--- src/rtl/pkts_pkg.sv ---
`timescale 1ns / 1ps
// ----------------------------------------------------------------------------
// pkts_pkg: shared types and constants of the priority-key task scheduler
// Task storage layout, queue entry, result record and back-end states.
// ----------------------------------------------------------------------------
package pkts_pkg;

    localparam int MAX_TASKS = 16;
    localparam int IDX_W     = $clog2(MAX_TASKS);
    localparam int CNT_W     = $clog2(MAX_TASKS + 1);

    localparam int EXEC_W    = 12;
    localparam int KEY_W     = 16;
    localparam int TICK_W    = 16;
    localparam int ID_W      = 5;

    localparam int Q_DEPTH   = 4;
    localparam int Q_AW      = $clog2(Q_DEPTH);
    localparam int Q_CW      = $clog2(Q_DEPTH + 1);

    typedef struct packed {
        logic [KEY_W-1:0]  period;
        logic [KEY_W-1:0]  deadline;
        logic [EXEC_W-1:0] exec_time;
    } task_entry_t;

    // One request as classified by the front end
    typedef struct packed {
        task_entry_t task_data;
        logic        store;     // task fits in the set
        logic        last;      // closes the set
        logic        key_mode;  // key selection sampled with the request
    } q_entry_t;

    typedef struct packed {
        logic              last_result;
        logic [TICK_W-1:0] turnaround_time;
        logic [TICK_W-1:0] waiting_time;
        logic [TICK_W-1:0] completion_time;
        logic [ID_W-1:0]   task_id;
    } result_t;

    typedef enum logic [2:0] {
        BK_LOAD,
        BK_FETCH,
        BK_LATCH,
        BK_SCAN,
        BK_EMIT
    } back_state_t;

endpackage

--- src/rtl/pkts_front.sv ---
`timescale 1ns / 1ps
// ----------------------------------------------------------------------------
// pkts_front: request intake and classification
// Holds the key-mode register, counts tasks of the open set and tags each
// request with store/last flags before it enters the queue.
// ----------------------------------------------------------------------------
module pkts_front (
    input  logic               clk,
    input  logic               rst_n,
    input  logic               cfg_wr_en,
    input  logic               cfg_wr_data,
    input  logic               in_valid,
    output logic               in_ready,
    input  pkts_pkg::task_entry_t in_task,
    input  logic               in_last,
    output logic               q_valid,
    input  logic               q_ready,
    output pkts_pkg::q_entry_t q_data
);

    logic                       key_mode_reg;
    logic [pkts_pkg::CNT_W-1:0] fcount_reg;
    logic [pkts_pkg::CNT_W-1:0] fcount_next;
    logic                       store;
    logic                       accept;

    assign in_ready = q_ready;
    assign q_valid  = in_valid;
    assign accept   = in_valid && q_ready;
    assign store    = fcount_reg < pkts_pkg::CNT_W'(pkts_pkg::MAX_TASKS);

    assign q_data.task_data = in_task;
    assign q_data.store     = store;
    assign q_data.last      = in_last;
    assign q_data.key_mode  = key_mode_reg;

    // Drop count back to zero when the set closes
    always_comb
    begin
        fcount_next = fcount_reg;
        if (accept)
        begin
            if (in_last)
                fcount_next = '0;
            else if (store)
                fcount_next = fcount_reg + pkts_pkg::CNT_W'(1);
        end
    end

    always_ff @(posedge clk or negedge rst_n)
    begin
        if (!rst_n)
        begin
            key_mode_reg <= 1'b0;
            fcount_reg   <= '0;
        end
        else
        begin
            if (cfg_wr_en)
                key_mode_reg <= cfg_wr_data;
            fcount_reg <= fcount_next;
        end
    end

endmodule

--- src/rtl/pkts_queue.sv ---
`timescale 1ns / 1ps
// ----------------------------------------------------------------------------
// pkts_queue: short request queue between front and back end
// Small register FIFO; lets intake continue while the back end schedules.
// ----------------------------------------------------------------------------
module pkts_queue (
    input  logic               clk,
    input  logic               rst_n,
    input  logic               push_valid,
    output logic               push_ready,
    input  pkts_pkg::q_entry_t push_data,
    output logic               pop_valid,
    input  logic               pop_ready,
    output pkts_pkg::q_entry_t pop_data
);

    pkts_pkg::q_entry_t        buf_reg [pkts_pkg::Q_DEPTH];
    logic [pkts_pkg::Q_AW-1:0] wr_ptr_reg;
    logic [pkts_pkg::Q_AW-1:0] rd_ptr_reg;
    logic [pkts_pkg::Q_CW-1:0] cnt_reg;
    logic [pkts_pkg::Q_CW-1:0] cnt_next;
    logic                      push;
    logic                      pop;

    assign push_ready = cnt_reg != pkts_pkg::Q_CW'(pkts_pkg::Q_DEPTH);
    assign pop_valid  = cnt_reg != '0;
    assign push       = push_valid && push_ready;
    assign pop        = pop_valid && pop_ready;
    assign pop_data   = buf_reg[rd_ptr_reg];

    always_comb
    begin
        cnt_next = cnt_reg;
        if (push && !pop)
            cnt_next = cnt_reg + pkts_pkg::Q_CW'(1);
        else if (pop && !push)
            cnt_next = cnt_reg - pkts_pkg::Q_CW'(1);
    end

    always_ff @(posedge clk)
    begin
        if (push)
            buf_reg[wr_ptr_reg] <= push_data;
    end

    always_ff @(posedge clk or negedge rst_n)
    begin
        if (!rst_n)
        begin
            wr_ptr_reg <= '0;
            rd_ptr_reg <= '0;
            cnt_reg    <= '0;
        end
        else
        begin
            if (push)
                wr_ptr_reg <= wr_ptr_reg + pkts_pkg::Q_AW'(1);
            if (pop)
                rd_ptr_reg <= rd_ptr_reg + pkts_pkg::Q_AW'(1);
            cnt_reg <= cnt_next;
        end
    end

endmodule

--- src/rtl/pkts_back.sv ---
`timescale 1ns / 1ps
// ----------------------------------------------------------------------------
// pkts_back: task store and completion-time evaluator
// Loads queued tasks into a memory; when a set closes, computes for each
// task its exec time plus those of the tasks ranked ahead; 0 if its own is 0.
// ----------------------------------------------------------------------------
module pkts_back (
    input  logic               clk,
    input  logic               rst_n,
    input  logic               q_valid,
    output logic               q_ready,
    input  pkts_pkg::q_entry_t q_data,
    output logic               out_valid,
    input  logic               out_ready,
    output pkts_pkg::result_t  out_data
);

    pkts_pkg::task_entry_t       mem [pkts_pkg::MAX_TASKS];
    pkts_pkg::task_entry_t       rd_data_reg;
    logic [pkts_pkg::IDX_W-1:0]  rd_addr;
    logic                        mem_we;

    pkts_pkg::back_state_t       state_reg, state_next;
    logic [pkts_pkg::CNT_W-1:0]  count_reg, count_next;
    logic [pkts_pkg::IDX_W-1:0]  i_reg, i_next;
    logic [pkts_pkg::IDX_W-1:0]  jd_reg, jd_next;
    logic                        mode_reg, mode_next;
    logic [pkts_pkg::EXEC_W-1:0] cur_exec_reg, cur_exec_next;
    logic [pkts_pkg::KEY_W-1:0]  cur_key_reg, cur_key_next;
    logic [pkts_pkg::TICK_W-1:0] acc_reg, acc_next;
    logic                        out_valid_reg, out_valid_next;
    pkts_pkg::result_t           out_reg, out_next;

    logic [pkts_pkg::KEY_W-1:0]  rd_key;
    logic                        ahead;
    logic                        scan_end;
    logic                        emit_go;
    logic                        is_last;
    logic [pkts_pkg::CNT_W-1:0]  id_full;
    logic [pkts_pkg::TICK_W-1:0] comp;

    assign q_ready   = state_reg == pkts_pkg::BK_LOAD;
    assign mem_we    = q_valid && q_ready && q_data.store;
    assign out_valid = out_valid_reg;
    assign out_data  = out_reg;

    assign rd_key   = mode_reg ? rd_data_reg.period : rd_data_reg.deadline;
    assign ahead    = (rd_key < cur_key_reg)
                   || ((rd_key == cur_key_reg) && (jd_reg < i_reg));
    assign scan_end = (pkts_pkg::CNT_W'(jd_reg) + pkts_pkg::CNT_W'(1)) == count_reg;
    assign emit_go  = !out_valid_reg || out_ready;
    assign id_full  = pkts_pkg::CNT_W'(i_reg) + pkts_pkg::CNT_W'(1);
    assign is_last  = id_full == count_reg;
    assign comp     = (cur_exec_reg == '0) ? '0 : acc_reg;

    always_ff @(posedge clk)
    begin
        if (mem_we)
            mem[count_reg[pkts_pkg::IDX_W-1:0]] <= q_data.task_data;
        rd_data_reg <= mem[rd_addr];
    end

    always_comb
    begin
        state_next     = state_reg;
        count_next     = count_reg;
        i_next         = i_reg;
        jd_next        = jd_reg;
        mode_next      = mode_reg;
        cur_exec_next  = cur_exec_reg;
        cur_key_next   = cur_key_reg;
        acc_next       = acc_reg;
        out_next       = out_reg;
        out_valid_next = out_valid_reg && !out_ready;
        rd_addr        = i_reg;

        unique case (state_reg)
            pkts_pkg::BK_LOAD:
            begin
                if (q_valid)
                begin
                    if (q_data.store)
                        count_next = count_reg + pkts_pkg::CNT_W'(1);
                    if (q_data.last)
                    begin
                        mode_next  = q_data.key_mode;
                        i_next     = '0;
                        state_next = pkts_pkg::BK_FETCH;
                    end
                end
            end
            pkts_pkg::BK_FETCH:
            begin
                rd_addr    = i_reg;
                state_next = pkts_pkg::BK_LATCH;
            end
            pkts_pkg::BK_LATCH:
            begin
                // Own execution time seeds the sum; scan starts at entry zero
                cur_exec_next = rd_data_reg.exec_time;
                cur_key_next  = rd_key;
                acc_next      = pkts_pkg::TICK_W'(rd_data_reg.exec_time);
                rd_addr       = '0;
                jd_next       = '0;
                state_next    = pkts_pkg::BK_SCAN;
            end
            pkts_pkg::BK_SCAN:
            begin
                rd_addr = jd_reg + pkts_pkg::IDX_W'(1);
                if (ahead)
                    acc_next = acc_reg + pkts_pkg::TICK_W'(rd_data_reg.exec_time);
                jd_next = jd_reg + pkts_pkg::IDX_W'(1);
                if (scan_end)
                    state_next = pkts_pkg::BK_EMIT;
            end
            pkts_pkg::BK_EMIT:
            begin
                if (emit_go)
                begin
                    out_valid_next          = 1'b1;
                    out_next.task_id        = pkts_pkg::ID_W'(id_full);
                    out_next.completion_time = comp;
                    out_next.waiting_time   = comp - pkts_pkg::TICK_W'(cur_exec_reg);
                    out_next.turnaround_time = comp;
                    out_next.last_result    = is_last;
                    if (is_last)
                    begin
                        count_next = '0;
                        i_next     = '0;
                        state_next = pkts_pkg::BK_LOAD;
                    end
                    else
                    begin
                        i_next     = i_reg + pkts_pkg::IDX_W'(1);
                        state_next = pkts_pkg::BK_FETCH;
                    end
                end
            end
            default:
            begin
                state_next = pkts_pkg::BK_LOAD;
            end
        endcase
    end

    always_ff @(posedge clk)
    begin
        cur_exec_reg <= cur_exec_next;
        cur_key_reg  <= cur_key_next;
        acc_reg      <= acc_next;
        out_reg      <= out_next;
        jd_reg       <= jd_next;
        mode_reg     <= mode_next;
    end

    always_ff @(posedge clk or negedge rst_n)
    begin
        if (!rst_n)
        begin
            state_reg     <= pkts_pkg::BK_LOAD;
            count_reg     <= '0;
            i_reg         <= '0;
            out_valid_reg <= 1'b0;
        end
        else
        begin
            state_reg     <= state_next;
            count_reg     <= count_next;
            i_reg         <= i_next;
            out_valid_reg <= out_valid_next;
        end
    end

`ifndef NO_ASSERTIONS
    a_count_bound: assert property (@(posedge clk) disable iff (!rst_n)
        count_reg <= pkts_pkg::CNT_W'(pkts_pkg::MAX_TASKS))
        else $error("task count above capacity");

    a_scan_in_set: assert property (@(posedge clk) disable iff (!rst_n)
        (state_reg == pkts_pkg::BK_SCAN) |-> (pkts_pkg::CNT_W'(jd_reg) < count_reg))
        else $error("scan index outside loaded set");

    a_run_nonempty: assert property (@(posedge clk) disable iff (!rst_n)
        (state_reg != pkts_pkg::BK_LOAD) |-> (count_reg != '0))
        else $error("schedule run with empty set");

    a_last_resets: assert property (@(posedge clk) disable iff (!rst_n)
        (state_reg == pkts_pkg::BK_EMIT && emit_go && is_last)
        |=> (state_reg == pkts_pkg::BK_LOAD && count_reg == '0 && out_reg.last_result))
        else $error("set not cleared after final result");
`endif

endmodule

--- src/rtl/priority_key_task_scheduler.sv ---
`timescale 1ns / 1ps
// ----------------------------------------------------------------------------
// priority_key_task_scheduler: EDF / rate-monotonic completion-time engine
// Loads a task set and returns per-task completion, waiting and turnaround.
// ----------------------------------------------------------------------------
// Usage:
//   Send one request per task on the s_ stream; s_tlast closes the set.
//   Tasks past the capacity of the set are dropped; a dropped closing request
//   still triggers scheduling of the stored tasks.
//   cfg_wr_en / cfg_wr_data write key_mode (0: deadline key, 1: period key);
//   write it only while the block is idle. It is sampled with each request.
//   After the closing request the m_ stream returns one result per task in
//   load order, m_tlast on the result of the final task.
// Flow:
//   While loading, the back end accepts a queued request whenever one is
//   present. For each result it reads the task from memory (FETCH, LATCH),
//   then reads each task of the set in turn through the single task-memory
//   read port (SCAN), then loads the output register (EMIT). A four-entry
//   request queue takes up to four requests of the next set while results
//   compute; s_tready then drops until loading resumes.
// Reset: clears counts, the queue and key_mode; no memory clearing pass.
// Stall: a result waits in the output register while m_tready is low;
//   the next result is computed meanwhile and then held back.
// ----------------------------------------------------------------------------
module priority_key_task_scheduler (
    input  logic        clk,
    input  logic        rst_n,
    input  logic        cfg_wr_en,
    input  logic        cfg_wr_data,
    input  logic        s_tvalid,
    output logic        s_tready,
    input  logic [47:0] s_tdata,   // exec_time[11:0], deadline[27:12], period[43:28]
    input  logic        s_tlast,   // last_task
    output logic        m_tvalid,
    input  logic        m_tready,
    output logic [55:0] m_tdata,   // task_id[4:0], completion_time[20:5],
                                   // waiting_time[36:21], turnaround_time[52:37]
    output logic        m_tlast    // last_result
);

    pkts_pkg::task_entry_t in_task;
    pkts_pkg::q_entry_t    fq_data;
    pkts_pkg::q_entry_t    qb_data;
    pkts_pkg::result_t     res;
    logic                  fq_valid;
    logic                  fq_ready;
    logic                  qb_valid;
    logic                  qb_ready;

    // Unpack the request; padding bits above the period field are ignored
    assign in_task.exec_time = s_tdata[11:0];
    assign in_task.deadline  = s_tdata[27:12];
    assign in_task.period    = s_tdata[43:28];

    pkts_front u_front (
        .clk         (clk),
        .rst_n       (rst_n),
        .cfg_wr_en   (cfg_wr_en),
        .cfg_wr_data (cfg_wr_data),
        .in_valid    (s_tvalid),
        .in_ready    (s_tready),
        .in_task     (in_task),
        .in_last     (s_tlast),
        .q_valid     (fq_valid),
        .q_ready     (fq_ready),
        .q_data      (fq_data)
    );

    pkts_queue u_queue (
        .clk        (clk),
        .rst_n      (rst_n),
        .push_valid (fq_valid),
        .push_ready (fq_ready),
        .push_data  (fq_data),
        .pop_valid  (qb_valid),
        .pop_ready  (qb_ready),
        .pop_data   (qb_data)
    );

    pkts_back u_back (
        .clk       (clk),
        .rst_n     (rst_n),
        .q_valid   (qb_valid),
        .q_ready   (qb_ready),
        .q_data    (qb_data),
        .out_valid (m_tvalid),
        .out_ready (m_tready),
        .out_data  (res)
    );

    // Pack the result, first field lowest, zero-filled to whole bytes
    assign m_tdata = {3'b000, res.turnaround_time, res.waiting_time,
                      res.completion_time, res.task_id};
    assign m_tlast = res.last_result;

endmodule
--- config.mk ---
export PLATFORM = sky130hd
export DESIGN_NAME = priority_key_task_scheduler
export DESIGN_NICKNAME = d
export VERILOG_FILES = /design/src/rtl/pkts_pkg.sv /design/src/rtl/pkts_front.sv /design/src/rtl/pkts_queue.sv /design/src/rtl/pkts_back.sv /design/src/rtl/priority_key_task_scheduler.sv
export SDC_FILE = /design/constraint.sdc
export NUM_CORES = 1
export LEC_CHECK = 0
export BUFFER_PORTS_ARGS = -buffer_cell sky130_fd_sc_hd__buf_2
export CAP_MARGIN = 20
export CORE_UTILIZATION = 55
export CTS_CLUSTER_DIAMETER = 120
export DETAILED_ROUTE_END_ITERATION = 12
export GPL_TIMING_DRIVEN = 0
export PLACE_DENSITY = 0.72
export SYNTH_ARGS = -nofsm -noshare
export SYNTH_HDL_FRONTEND = slang
export SYNTH_HIERARCHICAL = 1
export SYNTH_SLANG_ARGS = --single-unit
--- constraint.sdc ---
create_clock -name clk -period 8.04 [get_ports clk]
set_input_delay 1.608 -clock clk [delete_from_list [all_inputs] [get_ports clk]]
set_output_delay 1.608 -clock clk [all_outputs]
set_load 0.02 [all_outputs]
# --- Yosys cells after proc, flatten, opt, wreduce, memory -nomap -nowiden ---
# Memories as Yosys holds them, arrays and structs flattened. A register that Yosys moved wholly into a read port is not among the register bits.
# Index checks and enable logic that the tools add are counted.
totals:
  ramBits: 892
  out_inout_bits: 59
  inputBits: 55
  wordCells: 109
  n_memories: 2
  register_bits: 113
op_classes:
  n_lt_le_gt_ge: 3
  add_sub_neg: 12
  reduce_logical: 27
  eq_ne: 15
  muxes: 32
mem_list:
  columns: ["name", "words", "word_bits", "rd", "rd_ports_with_merged_regs", "write_ports", "line", "rtl"]
  rows:
  - ["u_back.mem", 16, 44, 1, 1, 1, "pkts_back.sv:18", "pkts_pkg::task_entry_t mem [pkts_pkg::MAX_TASKS];"]
  - ["u_queue.buf_reg", 4, 47, 1, 0, 1, "pkts_queue.sv:17", "pkts_pkg::q_entry_t buf_reg [pkts_pkg::Q_DEPTH];"]
op_table:
  columns: ["cell", "n"]
  rows:
  - ["2-to-1 mux 16 bit", 3]
  - ["case mux 16 bit (2 select lines)", 1]
  - ["2-to-1 mux 5 bit", 6]
  - ["case mux 4 bit (2 select lines)", 3]
  - ["2-to-1 mux 3 bit", 6]
  - ["adder 16 x 12 -> 16 bit", 1]
  - ["== test 16 bit", 1]
  - ["< comparator 16 bit", 1]
  - ["2-to-1 mux 4 bit", 4]
  - ["subtractor 16 x 12 -> 16 bit", 1]
  - ["case mux 3 bit (5 select lines)", 1]
  - ["logical NOT 12 bit", 1]
  - ["adder 4 x 1 -> 5 bit, second input constant", 2]
  - ["adder 5 x 1 -> 5 bit, second input constant", 2]
  - ["== test 5 bit", 2]
  - ["inequality test 2 x 1 -> 1 bit, second input constant", 5]
  - ["case mux 5 bit (2 select lines)", 1]
  - ["adder 4 x 1 -> 4 bit, second input constant", 2]
  - ["AND reduction 4 bit", 2]
  - ["nonzero test 2 bit", 4]
  - ["logical AND 1 bit", 7]
  - ["2-to-1 mux 1 bit", 7]
  - ["== test 3 x 2 -> 1 bit, second input constant", 2]
  - ["AND reduction 2 bit", 3]
  - ["15 further kinds", 21]

# --- Depth between registers and ports, before layout ---
# Gate-level depths: netlist of run 1.
depth:
  depth_word: 6
  mapped_depth: 13
  ltp_nobuf: 12

# --- Cells and area by module ---
# Netlist of run 1, hierarchy kept.
modules_own_cells:
  columns: ["module", "area_each_um2", "seq_area_each_um2", "n_inst", "cells_each"]
  rows:
  - ["pkts_back", 35183.7, 24958.9, 1, 2032]
  - ["pkts_queue", 7214.4, 5820.6, 1, 281]
  - ["pkts_front", 683.2, 150.1, 1, 79]
  - ["priority_key_task_scheduler", 26.3, 0.0, 1, 4]

# --- Worst setup path before layout of run 1 ---
# No wires, ideal clock.
synth_timing:
  path_kind: "register to register"
  startpoint: "register u_queue/rd_ptr_reg[0] (netlist bit)"
  endpoint: "memory u_back/mem[0][0] (netlist bit) (enable)"
  path_stages_with_launch: 8
  slack_ns: 2.994
  required_ns: 7.540
  path_buffers: 3
  period_less_slack_ns: 5.046
  setup_ns: 0.500
  t_arrival_ns: 4.546
  path_cell_list: "dfrtp_1 -> buf_6 -> buf_4 -> mux4_2 -> and3_1 -> clkbuf_1 -> nand2_1 -> nor3_1"
synth_rtl:
  columns: ["element", "line", "rtl"]
  rows:
  - ["from (decl)", "pkts_queue.sv:19", "logic [pkts_pkg::Q_AW-1:0] rd_ptr_reg;"]
  - ["from (signal assigned)", "pkts_queue.sv:59", "rd_ptr_reg <= rd_ptr_reg + pkts_pkg::Q_AW'(1);"]
  - ["to (decl)", "pkts_back.sv:18", null]

# --- Worst setup path in the final report of run 1 ---
layout_timing:
  startpoint: "register u_back.mode_reg"
  endpoint: "register u_back/acc_reg[6] (netlist bit) (enable)"
layout_via:
  elab_chain_len: 6
  word_cells_on_any_way: 7
  cone_classes: "1 x order compare; 2 x eq/ne; 1 x mux; 3 x reduce/logical"
layout_lines:
  columns: ["element", "line", "rtl"]
  rows:
  - ["from (decl)", "pkts_back.sv:27", "logic mode_reg, mode_next;"]
  - ["from (signal assigned)", "pkts_back.sv:153", "mode_reg <= mode_next;"]
  - ["2-to-1 mux 16 bit (*)", "pkts_back.sv:47", "assign rd_key = mode_reg ? rd_data_reg.period : rd_data_reg.deadline;"]
  - ["named net u_back.rd_key, one bit", "pkts_back.sv:34", "logic [pkts_pkg::KEY_W-1:0] rd_key;"]
  - ["parallel branches: the longest is 2 deep, another holds < comparator 16 bit", null, null]
  - ["logical OR 1 bit (*)", "pkts_back.sv:49", "|| ((rd_key == cur_key_reg) && (jd_reg < i_reg));"]
  - ["inequality test 2 x 1 -> 1 bit (no line) (*)", null, null]
  - ["AND reduction 2 bit (no line) (*)", null, null]
  - ["to (signal assigned)", "pkts_back.sv:150", "acc_reg <= acc_next;"]
  - ["to (decl)", "pkts_back.sv:30", "logic [pkts_pkg::TICK_W-1:0] acc_reg, acc_next;"]
# Mark *: on every way through the listed nets, which the timed path passes.
# A chain may end at the register's enable or synchronous reset.

==> reports/metrics.yaml, run 1 <==
grt_use_total_pct: 23.06
r2r_cells: 10
drcViolationCount: 0
postCtsSetupBuffers: 0
status: "complete, no violations"
dieArea_um2: 79500
synth_top_area_share_pct: 68.20
cts.sinks: 1049
finalCriticalPeriod_ns: 4.311
avgSynthCellArea_um2: 17.99
rr_startpoint: "u_back/mode_reg$_DFFE_PP_"
ant_nets: 0
grt_overflow: 0
required_ns: 8.30
first_pass_iters: 5
htreeDepth: 3
max_freq_mhz: 232.0
cts_resized: 0
clkTransAtPathRegs_ns: 0.06
fin_util_pct: 62.92
layout-drive-gt1-share_pct: 17.95
cts_buffers: 103
hp-start: "u_back/rd_data_reg[8]$_DFF_P_"
nNetsFinal: 2718
place_congestion: 0.8701
io_buffers: 62
grt_max_degree: 43
cts_buffer_depth: 3
yosysWarnings: 6
grt_pass1_wl_mm: 135.0
cp_max_fo: 16
synthCells: 2396
detail_route.wirelength_mm: 89.69
fp.dieW_um: 282.0
io_pins: 114
clock_latency_ns: 0.68
hold_depth: 0
crit_path_start: "u_back/mode_reg$_DFFE_PP_"
core-area_um2: 77470
rsz0062_at_grt: "false"
netlist_area_um2: 43110
r2r_setup_slack_ns: 3.73
area_delta_synth_final_pct: 13.07
finalNonFillerCells: 3733
ir_worst_vdd_uv: 278.5
arrival_ns: 4.57
largest_register_ffs: 704
fillers: 5360
final_cell_mix: "979 x edfxtp_1, 661 x mux2i_1, 104 x clkbuf_16, 90 x buf_4, 84 x buf_2"
slew_headroom_pct: 31.68
dp_cells: 3539
powerDensity_nw_per_um2: 395.5
start_util_pct: 55.65
placed_cell_area_um2: 45450
end_kind: "flip-flop"
skew_ns: 0.04809
ys_seq_elements: 1049
p_leak_nw: 19.62
die_h_um: 282.0
grt_pass1_vias: 22170
async_flop_share_pct: 2.479
hp-class: "reg2reg"
core.rowCount: 102
worstMarginPinSlew_ns: 1.019
setup_viol: 0
first_iter_violations: 1437
vias: 21580
cp-start-kind: "flip-flop"
synth_area_leader_cell: "edfxtp_1"
max_cap_viol_count: 0
period_share_pct: 53.61
holdBufCountCts: 0
wl_per_cell_um: 24.03
antenna_found_initial: 0
via_per_inst: 5.781
hpwlAfterDp_mm: 60.28
ys_top_cells_by_area: "edfxtp_1 68%, mux2i_1 15%, mux4_2 2.4%"
final.setup.tns_ns: 0
yosysUniqueCellTypes: 66
seq_area_frac_synth_pct: 71.75
cts_tree: "done"
finalHoldViolations: 0
final_common_cell: "edfxtp_1"
drv_slew: 0
synth_edf_count: 979
worst-setup-path-type: "reg2reg"
fin_total_pwr_w: 0.01928
post-route-cell-area_um2: 48740
clockRootBuffer: "clkbuf_16"
synth_ff_type: "edfxtp_1"
[metrics by stage]
step	hold slack, ns	setup slack [ns]
finish	0.4752	3.729
global route	0.4880	3.535
CTS	0.4732	3.766
detailed placement	0.4588	3.834
global placement	0.4614	-1.143
floorplan	0.4366	2.994
[kinds of logic after synthesis]
kind of cell               share of synthesized area (%)
buffers and inverters                              3.448
DFF                                                71.75
xor gates and xnor gates                          0.8650
muxes                                              18.29
and+or+nand+nor                                    2.104
adders and majority gates                          1.765
AOI/OAI and AO/OA                                  1.768
other                                           0.008699
[layout make-up]
class                   count  area, um2  area share, %
clock inverters            53      479.2         0.9831
flip-flops and latches   1049      30930          63.45
repair buffers            101      918.4          1.884
diodes                      2      5.005        0.01027
clock buffers             139       2804          5.752
plain buffers             168       1281          2.629
multi-input cells        1126      10820          22.19
well taps                1040       1301          2.670
inverters                  55      206.4         0.4235
[layer usage]
layer | GRT usage, % | wire length [um] | up-vias
li1 | - | - | 9667
met2 | 39.00 | 44340 | 615
met1 | 31.02 | 38330 | 11120
met5 | 0 | 0 | -
met3 | 3.132 | 4403 | 178
met4 | 7.386 | 2615 | 0
[where the power goes]
group | leakage, nW | switching, W | internal, W
clock network | 1.60 | 0.00198 | 0.00264
registers | 9.55 | 0.000299 | 0.00754
logic | 8.48 | 0.00418 | 0.00263
[cells in the mapped netlist (25+ instances only)]
| cell type | count |
|---|---|
| edfxtp_1 | 979 |
| mux2i_1 | 661 |
| buf_4 | 89 |
| ha_1 | 56 |
| inv_1 | 55 |
| mux4_2 | 45 |
| dfxtp_1 | 44 |
| nand2_1 | 43 |
| nor2_1 | 38 |
| o21ai_0 | 33 |
| buf_6 | 31 |
| dfrtp_1 | 26 |
| xnor2_1 | 26 |
| a21oi_1 | 25 |
[worst max-delay path, cell delays in order (launching register included)]
cell	delay [ns]
edfxtp_1	0.41
clkbuf_1	0.38
buf_1	0.56
mux2_2	0.43
ha_1	0.32
nand4_1	0.13
nor4_1	0.32
nand4b_1	0.25
a21oi_1	0.21
o21ai_0	0.14
a21oi_2	0.71
[worst paths after layout]
path | to
max | u_back/acc_reg[6]$_DFFE_PP_
min | u_back/cur_exec_reg[8]$_DFFE_PP_
max reg2reg | u_back/acc_reg[6]$_DFFE_PP_
min reg2reg | u_back/cur_exec_reg[8]$_DFFE_PP_
max in group asynchronous | u_back/i_reg[3]$_DFFE_PN0P_
min in group asynchronous | u_front/fcount_reg[1]$_DFFE_PN0P_
(Power assumes the default switching activity.)
==> run 2: changes to the inputs <==
--- a/config.mk
+++ b/config.mk
@@ -11,7 +11,7 @@
 export CTS_CLUSTER_DIAMETER = 120
 export DETAILED_ROUTE_END_ITERATION = 12
 export GPL_TIMING_DRIVEN = 0
-export PLACE_DENSITY = 0.72
+export PLACE_DENSITY = 0.74
 export SYNTH_ARGS = -nofsm -noshare
 export SYNTH_HDL_FRONTEND = slang
 export SYNTH_HIERARCHICAL = 1
==> constraint.sdc (replaced) <==
create_clock -name clk -period 3.85 [get_ports clk]
set_input_delay 0.77 -clock clk [delete_from_list [all_inputs] [get_ports clk]]
set_output_delay 0.77 -clock clk [all_outputs]
set_load 0.02 [all_outputs]
==> run 2 against run 1 <==
Die area is the same. Via count hardly changed. Clock power up 130%. Combinational power rose by 110%.
==> reports/metrics.yaml, run 2 (synthesis gave the netlist of run 1 again) <==
status: "complete, no violations"  # unchanged
clkTransAtPathRegs_ns: 0.06  # about the same
largest_register_ffs: 704  # unchanged
required_ns: 4.17  # was 8.30 ns
dieArea_um2: 79500  # unchanged
skew_ns: 0.05368  # was 0.04809 ns
htreeDepth: 3  # unchanged
place_congestion: 0.9086  # was 0.8701
holdBufCountCts: 0  # unchanged
powerDensity_nw_per_um2: 835.0  # was 395.5 nW/um2
final_cell_mix: "979 x edfxtp_1, 661 x mux2i_1, 105 x clkbuf_16, 94 x buf_4, 85 x buf_2"  # was 979 x edfxtp_1, 661 x mux2i_1, 104 x clkbuf_16, 90 x buf_4, 84 x buf_2
antenna_found_initial: 0  # unchanged
seqPwrFrac_pct: 39.9  # was 40.7%
area_delta_synth_final_pct: 14.25  # was 13.07%
grt_max_degree: 43  # unchanged
die_h_um: 282.0  # unchanged
period_share_pct: 99.53  # was 53.61%
max_freq_mhz: 261.0  # was 232.0 MHz
hpwlAfterDp_mm: 58.15  # was 60.28 mm
fin_ws_ns: 0.01807  # was 3.729 ns
drcViolationCount: 0  # unchanged
final.setup.tns_ns: 0  # unchanged
hp-class: "in2async"  # was reg2reg
dp_cells: 3533  # was 3,539
finalCriticalPeriod_ns: 3.832  # was 4.311 ns
io_pins: 114  # unchanged
layout-drive-gt1-share_pct: 18.82  # was 17.95%
via_per_inst: 5.782  # was 5.781
grt_use_total_pct: 22.77  # was 23.06%
arrival_ns: 4.16  # was 4.57 ns
swShare_pct: 32.97  # was 33.50%
worst-setup-path-type: "reg2reg"  # unchanged
comb_power_share_pct: 34.8  # was 35.3%
ant_nets: 0  # unchanged
p_leak_nw: 19.86  # was 19.62 nW
io_buffers: 62  # unchanged
cp-start-kind: "flip-flop"  # unchanged
first_iter_violations: 1547  # was 1,437
cts_buffer_depth: 3  # unchanged
nNetsFinal: 2718  # unchanged
slew_headroom_pct: 30.32  # was 31.68%
first_pass_iters: 6  # was 5
detail_route.wirelength_mm: 89.18  # was 89.69 mm
worstMarginPinSlew_ns: 1.045  # was 1.019 ns
cts.sinks: 1049  # unchanged
grt_pass1_vias: 21860  # was 22,170
wl_per_cell_um: 23.90  # was 24.03 um
drv_slew: 0  # unchanged
start_util_pct: 55.65  # unchanged
end_kind: "flip-flop"  # unchanged
cts_buffers: 103  # unchanged
grt_pass1_wl_mm: 132.5  # was 135.0 mm
finalHoldViolations: 0  # unchanged
pre_cts_ws_ns: -0.4534  # was 3.834 ns
p_switching_w: 0.01356  # was 0.006457 W
clockRootBuffer: "clkbuf_16"  # unchanged
fp.dieW_um: 282.0  # unchanged
power.share.clock_pct: 25.3  # was 24.0%
core.rowCount: 102  # unchanged
vias: 21570  # was 21,580
cp_max_fo: 24  # was 16
finalNonFillerCells: 3731  # was 3,733
grt_overflow: 0  # unchanged
rsz0062_at_grt: "true"  # was false
max_cap_viol_count: 0  # unchanged
ir_worst_vdd_uv: 522.3  # was 278.5 uV
cts_tree: "done"  # unchanged
power.internal_w: 0.02757  # was 0.01282 W
final_common_cell: "edfxtp_1"  # unchanged
clock_latency_ns: 0.68  # about the same
setup_viol: 0  # unchanged
core-area_um2: 77470  # unchanged
r2r_setup_slack_ns: 0.02  # was 3.73 ns
==> run 2: cell count changes in the layout (fill, tap and decap cells not counted), sizes merged <==
cell / before / now
nor2: 38 / 39
inv: 58 / 56
bufinv: 6 / 16
clkbuf: 160 / 152
clkinv: 42 / 39
==> run 2: layout make-up <==
| type | count | area (um2) |
|---|---|---|
| clock buffers | 132 | 2819 |
| diodes | 2 | 5.005 |
| fillers | 5277 | 28220 |
| flip-flops and latches | 1049 | 30930 |
| repair buffers | 101 | 1059 |
| multi-input cells | 1127 | 10890 |
| plain buffers | 167 | 1279 |
| inverters | 55 | 206.4 |
| well taps | 1040 | 1301 |
| clock inverters | 58 | 764.5 |
==> run 2: metrics by stage <==
step | hold WS [ns] | power [W] | cell area [um2] | util (%)
after global routing | 0.1862 | 0.04290 | 49240 | 63.57
after CTS | 0.1397 | 0.04124 | 49160 | 63.46
after detailed placement | 0.4607 | 0.03073 | 45550 | 58.80
final | 0.1592 | 0.04112 | 49250 | 63.57
after floorplan | 0.4366 | 0.02640 | 43140 | -
after global placement | 0.4565 | 0.03002 | 44750 | 57.76
==> run 2: power by group through the flow <==
stage | logic (W) | registers, W | clock network (W)
finish | 0.0143 | 0.0164 | 0.0104
global route | 0.0154 | 0.0165 | 0.0110
CTS | 0.0143 | 0.0164 | 0.0106
detailed placement | 0.0141 | 0.0166 | 0
global placement | 0.0134 | 0.0166 | 0
floorplan | 0.00999 | 0.0164 | 0
==> run 2: final timing paths <==
kind	start	endpoint	cells after the start
max	u_queue/rd_ptr_reg[1]$_DFFE_PN0P_	u_back/mem[12][1]$_DFFE_PP_	7
min	rst_n	u_front/fcount_reg[0]$_DFFE_PN0P_	1
max reg2reg	u_queue/rd_ptr_reg[1]$_DFFE_PN0P_	u_back/mem[12][1]$_DFFE_PP_	7
min reg2reg	u_back/rd_data_reg[9]$_DFF_P_	u_back/cur_exec_reg[9]$_DFFE_PP_	0
max in group asynchronous	rst_n	u_back/i_reg[3]$_DFFE_PN0P_	1
min in group clk	s_tdata[23]	u_queue/buf_reg[3][26]$_DFFE_PP_	1
==> run 2: worst max-delay path, cell delays in order (launching register included) <==
cell      delay, ns
dfrtp_1        0.35
clkbuf_1       0.52
mux4_2         0.34
and3_1         0.35
clkbuf_1       0.40
nand2_1        0.36
nor2_4         0.86
buf_12         0.29
==> run 2: what timing repair did <==
item | in CTS | in global routing
pin swaps | 1 | 4
setup buffers | 1 | 5
endpoints found under the setup margin | 24 | 263
gates resized for setup | 2 | 6
cloned | 0 | 1
==> run 2: routing by layer <==
layer	vias to the layer above	share of wire [%]	global-route usage, %
li1	9664	-	-
met1	11030	42	30.06
met2	713	50	38.68
met3	164	6.1	3.547
met4	0	2.8	7.511
met5	-	0	0
